`src/rtl/core/cff_pkg.sv`:
```
`timescale 1ns / 1ps
// ----------------------------------------------------------------------------
// cff_pkg
// Shared types and word layout constants for the compacting fetch FIFO.
// ----------------------------------------------------------------------------
package cff_pkg;

    // Input word layout, lowest bit first.
    localparam int IN_W          = 136;
    localparam int IN_PKT_VALID  = 0;
    localparam int IN_MASK_LO    = 1;
    localparam int IN_MASK_W     = 4;
    localparam int IN_SLOT_LO    = 5;
    localparam int SLOT_W        = 32;
    localparam int MAX_LANES     = 4;
    localparam int IN_POP_READY  = 133;
    localparam int IN_FLUSH      = 134;

    // Output word layout, lowest bit first.
    localparam int OUT_W         = 48;
    localparam int OUT_HEAD_VAL  = 0;
    localparam int OUT_HEAD_LO   = 1;
    localparam int HEAD_W        = 32;
    localparam int OUT_POP_DONE  = 33;
    localparam int OUT_PUSH_RDY  = 34;
    localparam int OUT_PUSH_DONE = 35;
    localparam int OUT_FILL_LO   = 36;
    localparam int FILL_W        = 5;
    localparam int OUT_FULL      = 41;
    localparam int OUT_EMPTY     = 42;
    localparam int OUT_USED      = 43;

    typedef enum logic [2:0] {
        S_IDLE,
        S_EVAL,
        S_WRITE,
        S_COMMIT,
        S_OUT
    } t_state;

    typedef struct packed {
        logic capture;
        logic eval;
        logic write_step;
        logic commit;
        logic load_out;
    } t_cmd;

    typedef struct packed {
        logic lane_last;
        logic out_free;
    } t_status;

endpackage

```
`src/rtl/core/cff_ram.sv`:
```
`timescale 1ns / 1ps
// ----------------------------------------------------------------------------
// cff_ram
// Generic single-write, single-read RAM with a registered read port.
// ----------------------------------------------------------------------------
module cff_ram #(
    parameter int WIDTH = 32,
    parameter int DEPTH = 16
) (
    input  logic                     i_clk,
    input  logic                     i_we,
    input  logic [$clog2(DEPTH)-1:0] i_waddr,
    input  logic [WIDTH-1:0]         i_wdata,
    input  logic                     i_re,
    input  logic [$clog2(DEPTH)-1:0] i_raddr,
    output logic [WIDTH-1:0]         o_rdata
);

    logic [WIDTH-1:0] r_mem [DEPTH];
    logic [WIDTH-1:0] r_rdata;

    always_ff @(posedge i_clk) begin
        if (i_we) begin
            r_mem[i_waddr] <= i_wdata;
        end
        if (i_re) begin
            r_rdata <= r_mem[i_raddr];
        end
    end

    assign o_rdata = r_rdata;

endmodule

```
`src/rtl/core/cff_ctrl.sv`:
```
`timescale 1ns / 1ps
// ----------------------------------------------------------------------------
// cff_ctrl
// Sequencer that walks one word through evaluate, lane write, commit, output.
// ----------------------------------------------------------------------------
module cff_ctrl (
    input  logic              i_clk,
    input  logic              i_rst_n,
    input  logic              i_s_tvalid,
    output logic              o_s_tready,
    input  cff_pkg::t_status  i_status,
    output cff_pkg::t_cmd     o_cmd
);

    cff_pkg::t_state r_state;
    cff_pkg::t_state n_state;

    always_ff @(posedge i_clk) begin
        if (!i_rst_n) begin
            r_state <= cff_pkg::S_IDLE;
        end else begin
            r_state <= n_state;
        end
    end

    always_comb begin
        n_state = r_state;
        unique case (r_state)
            cff_pkg::S_IDLE: begin
                if (i_s_tvalid) begin
                    n_state = cff_pkg::S_EVAL;
                end
            end
            cff_pkg::S_EVAL: begin
                n_state = cff_pkg::S_WRITE;
            end
            cff_pkg::S_WRITE: begin
                if (i_status.lane_last) begin
                    n_state = cff_pkg::S_COMMIT;
                end
            end
            cff_pkg::S_COMMIT: begin
                n_state = cff_pkg::S_OUT;
            end
            cff_pkg::S_OUT: begin
                if (i_status.out_free) begin
                    n_state = cff_pkg::S_IDLE;
                end
            end
            default: begin
                n_state = cff_pkg::S_IDLE;
            end
        endcase
    end

    always_comb begin
        o_cmd      = '0;
        o_s_tready = 1'b0;
        unique case (r_state)
            cff_pkg::S_IDLE: begin
                o_s_tready  = 1'b1;
                o_cmd.capture = i_s_tvalid;
            end
            cff_pkg::S_EVAL: begin
                o_cmd.eval = 1'b1;
            end
            cff_pkg::S_WRITE: begin
                o_cmd.write_step = 1'b1;
            end
            cff_pkg::S_COMMIT: begin
                o_cmd.commit = 1'b1;
            end
            cff_pkg::S_OUT: begin
                o_cmd.load_out = i_status.out_free;
            end
            default: begin
                o_cmd = '0;
            end
        endcase
    end

endmodule

```
`src/rtl/core/cff_dp.sv`:
```
`timescale 1ns / 1ps
// ----------------------------------------------------------------------------
// cff_dp
// Datapath: captured word, pointers, occupancy, ring RAM and output register.
// ----------------------------------------------------------------------------
module cff_dp #(
    parameter int DEPTH     = 16,
    parameter int LANES     = 4,
    parameter int WORD_BITS = 32
) (
    input  logic                      i_clk,
    input  logic                      i_rst_n,
    input  logic [cff_pkg::IN_W-1:0]  i_s_tdata,
    output logic                      o_m_tvalid,
    input  logic                      i_m_tready,
    output logic [cff_pkg::OUT_W-1:0] o_m_tdata,
    input  cff_pkg::t_cmd             i_cmd,
    output cff_pkg::t_status          o_status
);

    localparam int PTR_W  = $clog2(DEPTH);
    localparam int OCC_W  = $clog2(DEPTH + 1);
    localparam int AV_W   = OCC_W + 1;
    localparam int SUM_W  = PTR_W + 3;
    localparam int CNT_W  = $clog2(LANES + 1);
    localparam int LANE_W = (LANES > 1) ? $clog2(LANES) : 1;

    // Captured word.
    logic                 r_pkt_valid;
    logic [LANES-1:0]     r_mask;
    logic [WORD_BITS-1:0] r_slot [LANES];
    logic                 r_pop_ready;
    logic                 r_flush;

    // Evaluated step.
    logic [CNT_W-1:0]     r_incoming;
    logic                 r_had;
    logic                 r_pop;
    logic                 r_push_rdy;
    logic                 r_push;
    logic [WORD_BITS-1:0] r_head_word;

    // Lane write walk.
    logic [LANE_W-1:0]    r_lane;
    logic [CNT_W-1:0]     r_pos;

    // Ring state.
    logic [PTR_W-1:0]     r_head;
    logic [PTR_W-1:0]     r_tail;
    logic [OCC_W-1:0]     r_occ;

    // Output register.
    logic                     r_out_valid;
    logic [cff_pkg::OUT_W-1:0] r_out_data;

    logic [CNT_W-1:0]     n_incoming;
    logic                 n_pop;
    logic [AV_W-1:0]      n_avail;
    logic                 n_push_rdy;
    logic [SUM_W-1:0]     wr_sum;
    logic [PTR_W-1:0]     wr_addr;
    logic                 wr_en;
    logic [SUM_W-1:0]     tail_sum;
    logic [PTR_W-1:0]     n_tail_adv;
    logic [PTR_W-1:0]     n_head_adv;
    logic [OCC_W-1:0]     n_occ;
    logic [WORD_BITS-1:0] rd_data;
    logic [cff_pkg::OUT_W-1:0] n_out_data;

    // Evaluate the step from the captured word and the current ring state.
    always_comb begin
        n_incoming = '0;
        for (int i = 0; i < LANES; i++) begin
            n_incoming = n_incoming + CNT_W'(r_mask[i]);
        end
        if (!r_pkt_valid) begin
            n_incoming = '0;
        end
        n_pop      = (r_occ != '0) && r_pop_ready && !r_flush;
        n_avail    = AV_W'(DEPTH) - AV_W'(r_occ) + AV_W'(n_pop);
        n_push_rdy = !r_flush && (AV_W'(n_incoming) <= n_avail);
    end

    // Packed lanes land at consecutive slots from the tail.
    always_comb begin
        wr_sum  = SUM_W'(r_tail) + SUM_W'(r_pos);
        wr_addr = (wr_sum >= SUM_W'(DEPTH)) ? PTR_W'(wr_sum - SUM_W'(DEPTH))
                                            : PTR_W'(wr_sum);
        wr_en   = i_cmd.write_step && r_push && r_mask[r_lane];

        tail_sum   = SUM_W'(r_tail) + SUM_W'(r_incoming);
        n_tail_adv = (tail_sum >= SUM_W'(DEPTH)) ? PTR_W'(tail_sum - SUM_W'(DEPTH))
                                                 : PTR_W'(tail_sum);
        n_head_adv = (r_head == PTR_W'(DEPTH - 1)) ? '0 : r_head + PTR_W'(1);
        n_occ      = r_occ - OCC_W'(r_pop) + (r_push ? OCC_W'(r_incoming) : '0);
    end

    // Output word assembled from the evaluated step and the committed state.
    always_comb begin
        n_out_data = '0;
        n_out_data[cff_pkg::OUT_HEAD_VAL] = r_had && !r_flush;
        n_out_data[cff_pkg::OUT_HEAD_LO +: cff_pkg::HEAD_W] =
            cff_pkg::HEAD_W'(r_head_word);
        n_out_data[cff_pkg::OUT_POP_DONE]  = r_pop;
        n_out_data[cff_pkg::OUT_PUSH_RDY]  = r_push_rdy;
        n_out_data[cff_pkg::OUT_PUSH_DONE] = r_push;
        n_out_data[cff_pkg::OUT_FILL_LO +: cff_pkg::FILL_W] =
            cff_pkg::FILL_W'(r_occ);
        n_out_data[cff_pkg::OUT_FULL]  = (r_occ == OCC_W'(DEPTH));
        n_out_data[cff_pkg::OUT_EMPTY] = (r_occ == '0);
    end

    cff_ram #(
        .WIDTH (WORD_BITS),
        .DEPTH (DEPTH)
    ) u_ring (
        .i_clk   (i_clk),
        .i_we    (wr_en),
        .i_waddr (wr_addr),
        .i_wdata (r_slot[r_lane]),
        .i_re    (i_cmd.capture),
        .i_raddr (r_head),
        .o_rdata (rd_data)
    );

    // Payload registers.
    always_ff @(posedge i_clk) begin
        if (i_cmd.capture) begin
            r_pkt_valid <= i_s_tdata[cff_pkg::IN_PKT_VALID];
            r_mask      <= i_s_tdata[cff_pkg::IN_MASK_LO +: LANES];
            r_pop_ready <= i_s_tdata[cff_pkg::IN_POP_READY];
            r_flush     <= i_s_tdata[cff_pkg::IN_FLUSH];
            for (int i = 0; i < LANES; i++) begin
                r_slot[i] <= WORD_BITS'(
                    i_s_tdata[cff_pkg::IN_SLOT_LO + i*cff_pkg::SLOT_W +: cff_pkg::SLOT_W]);
            end
        end
        if (i_cmd.eval) begin
            r_incoming  <= n_incoming;
            r_had       <= (r_occ != '0);
            r_pop       <= n_pop;
            r_push_rdy  <= n_push_rdy;
            r_push      <= r_pkt_valid && n_push_rdy;
            r_head_word <= (r_occ != '0) ? rd_data : '0;
            r_lane      <= '0;
            r_pos       <= '0;
        end
        if (i_cmd.write_step) begin
            r_lane <= r_lane + LANE_W'(1);
            if (r_mask[r_lane]) begin
                r_pos <= r_pos + CNT_W'(1);
            end
        end
        if (i_cmd.load_out) begin
            r_out_data <= n_out_data;
        end
    end

    // Ring pointers, occupancy and output valid.
    always_ff @(posedge i_clk) begin
        if (!i_rst_n) begin
            r_head      <= '0;
            r_tail      <= '0;
            r_occ       <= '0;
            r_out_valid <= 1'b0;
        end else begin
            if (i_cmd.commit) begin
                if (r_flush) begin
                    r_head <= '0;
                    r_tail <= '0;
                    r_occ  <= '0;
                end else begin
                    if (r_pop) begin
                        r_head <= n_head_adv;
                    end
                    if (r_push) begin
                        r_tail <= n_tail_adv;
                    end
                    r_occ <= n_occ;
                end
            end
            if (i_cmd.load_out) begin
                r_out_valid <= 1'b1;
            end else if (i_m_tready) begin
                r_out_valid <= 1'b0;
            end
        end
    end

    assign o_status.lane_last = (r_lane == LANE_W'(LANES - 1));
    assign o_status.out_free  = !r_out_valid || i_m_tready;
    assign o_m_tvalid         = r_out_valid;
    assign o_m_tdata          = r_out_data;

endmodule

```
`src/rtl/core/compacting_fetch_fifo.sv`:
```
`timescale 1ns / 1ps
// ----------------------------------------------------------------------------
// compacting_fetch_fifo
// Ring buffer of instruction words with a compacting multi-lane write side.
// ----------------------------------------------------------------------------
// Each input word on the slave stream describes one step of the fetch buffer:
// a packet of up to LANES instruction slots with a lane mask, the consumer's
// ready flag for the head entry, and a flush request. For every input word the
// block returns exactly one output word on the master stream, carrying the
// head entry seen before the step, the pop and push outcomes, and the fill
// level, full and empty flags after the step.
// An accepted packet is taken whole or not at all: its valid lanes must fit
// the free space, counting the slot freed by this step's pop. Taken lanes are
// packed in lane order at the tail. A flush empties the buffer and blocks
// both the push and the pop of that step.
// One word passes from acceptance to output through these steps: accepting it
// and starting the head read from the ring RAM, evaluating, one write per lane
// (the RAM has a single write port), committing the pointers and loading the
// output register once it is free. A new word is accepted once the previous
// one has reached the output register, so a stalled receiver holds back at
// most one finished word before input stalls.
// Reset clears the pointers, the fill level and the output valid; the ring
// contents are not cleared, and a stale entry is never returned as the head.
// ----------------------------------------------------------------------------
module compacting_fetch_fifo #(
    parameter int DEPTH     = 16,
    parameter int LANES     = 4,
    parameter int WORD_BITS = 32
) (
    input  logic                      i_clk,
    input  logic                      i_rst_n,
    // Input word, lowest bit first: packet_valid[0], lane_mask[4:1],
    // slot_zero[36:5], slot_one[68:37], slot_two[100:69],
    // slot_three[132:101], pop_ready[133], flush_now[134], zero pad[135].
    input  logic [cff_pkg::IN_W-1:0]  i_s_tdata,
    input  logic                      i_s_tvalid,
    output logic                      o_s_tready,
    // Output word, lowest bit first: head_valid[0], head_word[32:1],
    // pop_done[33], push_ready[34], push_done[35], fill_level[40:36],
    // is_full[41], is_empty[42], zero pad[47:43].
    output logic [cff_pkg::OUT_W-1:0] o_m_tdata,
    output logic                      o_m_tvalid,
    input  logic                      i_m_tready
);

    cff_pkg::t_cmd    cmd;
    cff_pkg::t_status status;

    cff_ctrl u_ctrl (
        .i_clk      (i_clk),
        .i_rst_n    (i_rst_n),
        .i_s_tvalid (i_s_tvalid),
        .o_s_tready (o_s_tready),
        .i_status   (status),
        .o_cmd      (cmd)
    );

    cff_dp #(
        .DEPTH     (DEPTH),
        .LANES     (LANES),
        .WORD_BITS (WORD_BITS)
    ) u_dp (
        .i_clk      (i_clk),
        .i_rst_n    (i_rst_n),
        .i_s_tdata  (i_s_tdata),
        .o_m_tvalid (o_m_tvalid),
        .i_m_tready (i_m_tready),
        .o_m_tdata  (o_m_tdata),
        .i_cmd      (cmd),
        .o_status   (status)
    );

endmodule
```
`config.mk`:
```
export PLATFORM = sky130hd
export DESIGN_NAME = compacting_fetch_fifo
export DESIGN_NICKNAME = d
export VERILOG_FILES = /design/src/rtl/core/cff_pkg.sv /design/src/rtl/core/cff_ram.sv /design/src/rtl/core/cff_ctrl.sv /design/src/rtl/core/cff_dp.sv /design/src/rtl/core/compacting_fetch_fifo.sv
export SDC_FILE = /design/constraint.sdc
export NUM_CORES = 1
export LEC_CHECK = 0
export BUFFER_PORTS_ARGS = -buffer_cell sky130_fd_sc_hd__buf_2
export CORE_UTILIZATION = 58
export DETAILED_ROUTE_END_ITERATION = 16
export GPL_ROUTABILITY_DRIVEN = 0
export PLACE_DENSITY = 0.82
export REMOVE_ABC_BUFFERS = 1
export SLEW_MARGIN = 0
export SYNTH_ARGS = -nofsm -noshare
export SYNTH_HDL_FRONTEND = slang
export SYNTH_HIERARCHICAL = 1
export SYNTH_SLANG_ARGS = --single-unit
```
`constraint.sdc`:
```
create_clock -name i_clk -period 9 [get_ports i_clk]
set_input_delay 1.8 -clock i_clk [delete_from_list [all_inputs] [get_ports i_clk]]
set_output_delay 1.8 -clock i_clk [all_outputs]
set_load 0.1 [all_outputs]
```
==> impl_metrics.yaml <==
routing:
  postRouteAntennaNets: 0
  wire_per_inst_um: 26.8
  vias: 14300
  remaining_drc_errors: 0
  detail_route.first_pass.iterations: 7
  vias_per_cell: 6.20
  routed_wirelength_mm: 61.7
  drt_iter0_drc: 1517
global_routing:
  grt_pass1_wl_mm: 90.3
  first_global_vias: 14700
  number_of_antenna_violations_at_the_first_check_in_global_routing: 1
  remaining_overflow_grt: 0
  grt_max_degree: 72
  grt_usage_pct: 24.6
sta:
  timing.fmax_mhz: 285
  worst-slew-pin-transition_ns: 1.23
  setup_violations: 0
  drv_slew: 0
  timing.final.hold_violations: 0
  totalNegativeSetupSlack_ns: 0
  worst_slew_margin_rel_pct: 17.5
  worst_clock_skew_ns: 0.0308
  rsz0062_at_grt: "false"
  final_period_minus_worst_setup_slack_ns: 3.50
  layout_worst_path_cycle_share_pct: 38.9
synthesis:
  syn-mean-instance-area_um2: 22.2
  top_cell_type_by_total_area_after_synthesis: "edfxtp_1"
  biggest_area_contributors_in_the_synthesized_netlist: "edfxtp_1 78%, mux4_2 12%, a22oi_1 1.7%"
  post_synth_num_cell_types: 54
  postSynthRegisterBits: 785
  netlist.area_leader.share_pct: 77.7
  synth_enable_flop_cells: 763
  ys_dominant_reg_cell: "edfxtp_1"
  syn_inst: 1330
  syn_area_um2: 29500
  yosysWarnings: 6
  postSynth.asyncResetShare_pct: 0
  ys_seq_area_share_pct: 79.2
worst_setup_path:
  path_max_fanout: 8
  critPathKind: "flop to primary output"
  crit_path_start: "u_ctrl/r_state[1]"
  timing.reg2reg.worst_path_depth: 12
  ff2ff_setup_slack_ns: 5.66
  cp-start-kind: "flop"
  worst-endpoint-required_ns: 7.20
  critical_path.reg2reg.startpoint: "u_dp/r_occ[1]"
  critPathCaptureType: "primary output"
  critical_register_to_register_path_endpoint: "u_dp/r_push"
  critPathArrivalTime_ns: 1.70
final_layout:
  total_of_fill_cells_in_the_finished_design: 3014
  finish.net_count: 1731
  post_layout_nonfiller_instances: 2298
  most-common-layout-cells: "763 x edfxtp_1, 183 x buf_2, 161 x mux4_2"
  num_antenna_cells: 0
  utilization_pct: 67.5
  multi_input_comb_area_um2: 5870
  area_delta_synth_final_pct: 14.9
  final_common_cell: "edfxtp_1"
  layout.area.seq_um2: 23400
  final_layout_size_suffix_gt1_share_pct: 32.1
cts:
  cts_tree: "done"
  cts_resized: 0
  clock_insertion_delay_worst_skew_ns: 0.62
  htreeDepth: 3
  cts.repair_timing.setup_buffer_count: 0
  cts_sinks: 785
  clk_root_buffer_cell: "clkbuf_16"
  worst_setup_hold_path_clk_slew_ns: 0.06
  number_of_buffers_inserted_for_hold_repair_after_clock_tree_synthesis: 0
  cts_buffers: 79
  cts_buffer_depth: 3
status:
  run_status: "finished clean"
power_and_ir_drop:
  ir_drop_mv: 0.167
  power_per_cell_area_nw_per_um2: 239
  power.share.clock_pct: 40.2
  p_sw_share_pct: 21.6
  cellLeakagePower_nw: 11.0
  power.share.sequential_pct: 53.8
  power.share.combinational_pct: 6.0
  switching_power_mw: 1.75
  intPower_mw: 6.36
floorplanning:
  io_pins: 190
  dieHeight_um: 228
  fp.coreArea_um2: 50200
  floorplan.rows: 82
  die_area_um2: 51800
  dieWidth_um: 228
  initial_utilization_pct: 58.8
min_path:
  holdPathEnd: "u_dp/o_m_tdata[14]"
  min_path_cells: 0
  min_from: "u_dp/r_head_word[13]"
  worstHoldPathType: "flop to flop"
placement:
  placedCellCount: 2154
  portBuffers: 183
  detailed_place_hpwl_mm: 31.2
run:
  drv.max_cap_violation_count: 0
-- Yosys cell counts, drive strengths merged (2+ instances only) --
cell and instances:
a2111oi 2, a21o 3, a21oi 8, a22oi 65
a311o 3, a311oi 2, a31oi 2, a32oi 5
and2 7, and3 2, buf 42, clkbuf 22
dfxtp 22, edfxtp 763, fa 4, ha 24
inv 27, mux2i 3, mux4 161, nand2 44
nand2b 8, nand3 3, nand3b 3, nor2 22
nor2b 38, nor3 8, nor3b 4, nor4bb 3
o21ai 6, or3b 2, xnor2 6
-- flip-flops by register name, summed over array words and instances, names as in the netlist, 4 cells and up, named ones only --
signal and flops:
u_dp/u_ring/r_mem 512, u_dp/r_slot 128, u_dp/r_tail 4, u_dp/r_head 4
u_dp/r_occ 5, u_dp/u_ring/o_rdata 32, u_dp/r_head_word 32, u_dp/r_mask 4
u_dp/o_m_tdata 43
-- per-layer routing --
layer  share of wire (%)  GRT usage, %
met1                  37          31.8
met2                  51          41.5
met3                 8.5          5.45
met4                 2.9          8.34
met5                   0             0
-- worst max-delay path by stage --
stage / depth (start not counted) / end / slack (ns)
floorplan: 2 / u_dp/o_m_tdata[0] / 2.21
global placement: 3 / u_dp/r_slot[2][23] / 5.45
detailed placement: 3 / u_dp/r_slot[2][26] / 5.36
CTS: 2 / o_s_tready / 5.46
global route: 2 / o_s_tready / 5.39
finish: 2 / o_s_tready / 5.50
-- stage by stage --
step | instance area [um^2] | hold slack (ns) | setup slack (ns) | power (mW)
floorplan | 29200 | 0.400 | 2.21 | 4.74
global placement | 31300 | 0.400 | 5.45 | 4.89
detailed placement | 31300 | 0.405 | 5.36 | 4.93
CTS | 33900 | 0.413 | 5.46 | 8.17
global route | 33900 | 0.421 | 5.39 | 8.35
finish | 33900 | 0.413 | 5.50 | 8.11
-- logic make-up (layout without fill, tap and decap cells) --
family	after synthesis	in the layout	share of synthesized area (%)
compound gates	103	103	2.57
xor+xnor	7	7	0.208
fa+ha+maj	28	28	1.29
buf+inv	91	383	1.54
flops	785	785	79.2
mux	165	165	12.4
other cells	1	5	0.0127
simple gates	150	150	2.79
-- critical path, stage by stage (launching register included) --
cell     delay (ns)
dfxtp_1        0.43
nor3_2         0.23
buf_2          0.46
-- area by class of cell --
class,instances,share of cell area (%)
multi-input combinational,458,17.3
timing repair buffer,212,3.35
inverter,27,0.299
sequential,785,69.0
clock buffer,96,6.15
clock inverter,48,1.45
tap,672,2.48
-- power groups by stage --
stage / Combinational [mW] / Clock (mW) / Sequential (mW)
5_1_grt: 0.528 / 3.44 / 4.38
3_5_place_dp: 0.486 / 0 / 4.44
3_3_place_gp: 0.451 / 0 / 4.44
6_report: 0.485 / 3.26 / 4.37
4_1_cts: 0.489 / 3.31 / 4.37
2_1_floorplan: 0.293 / 0 / 4.45
Power figures use the tool's default switching activity.
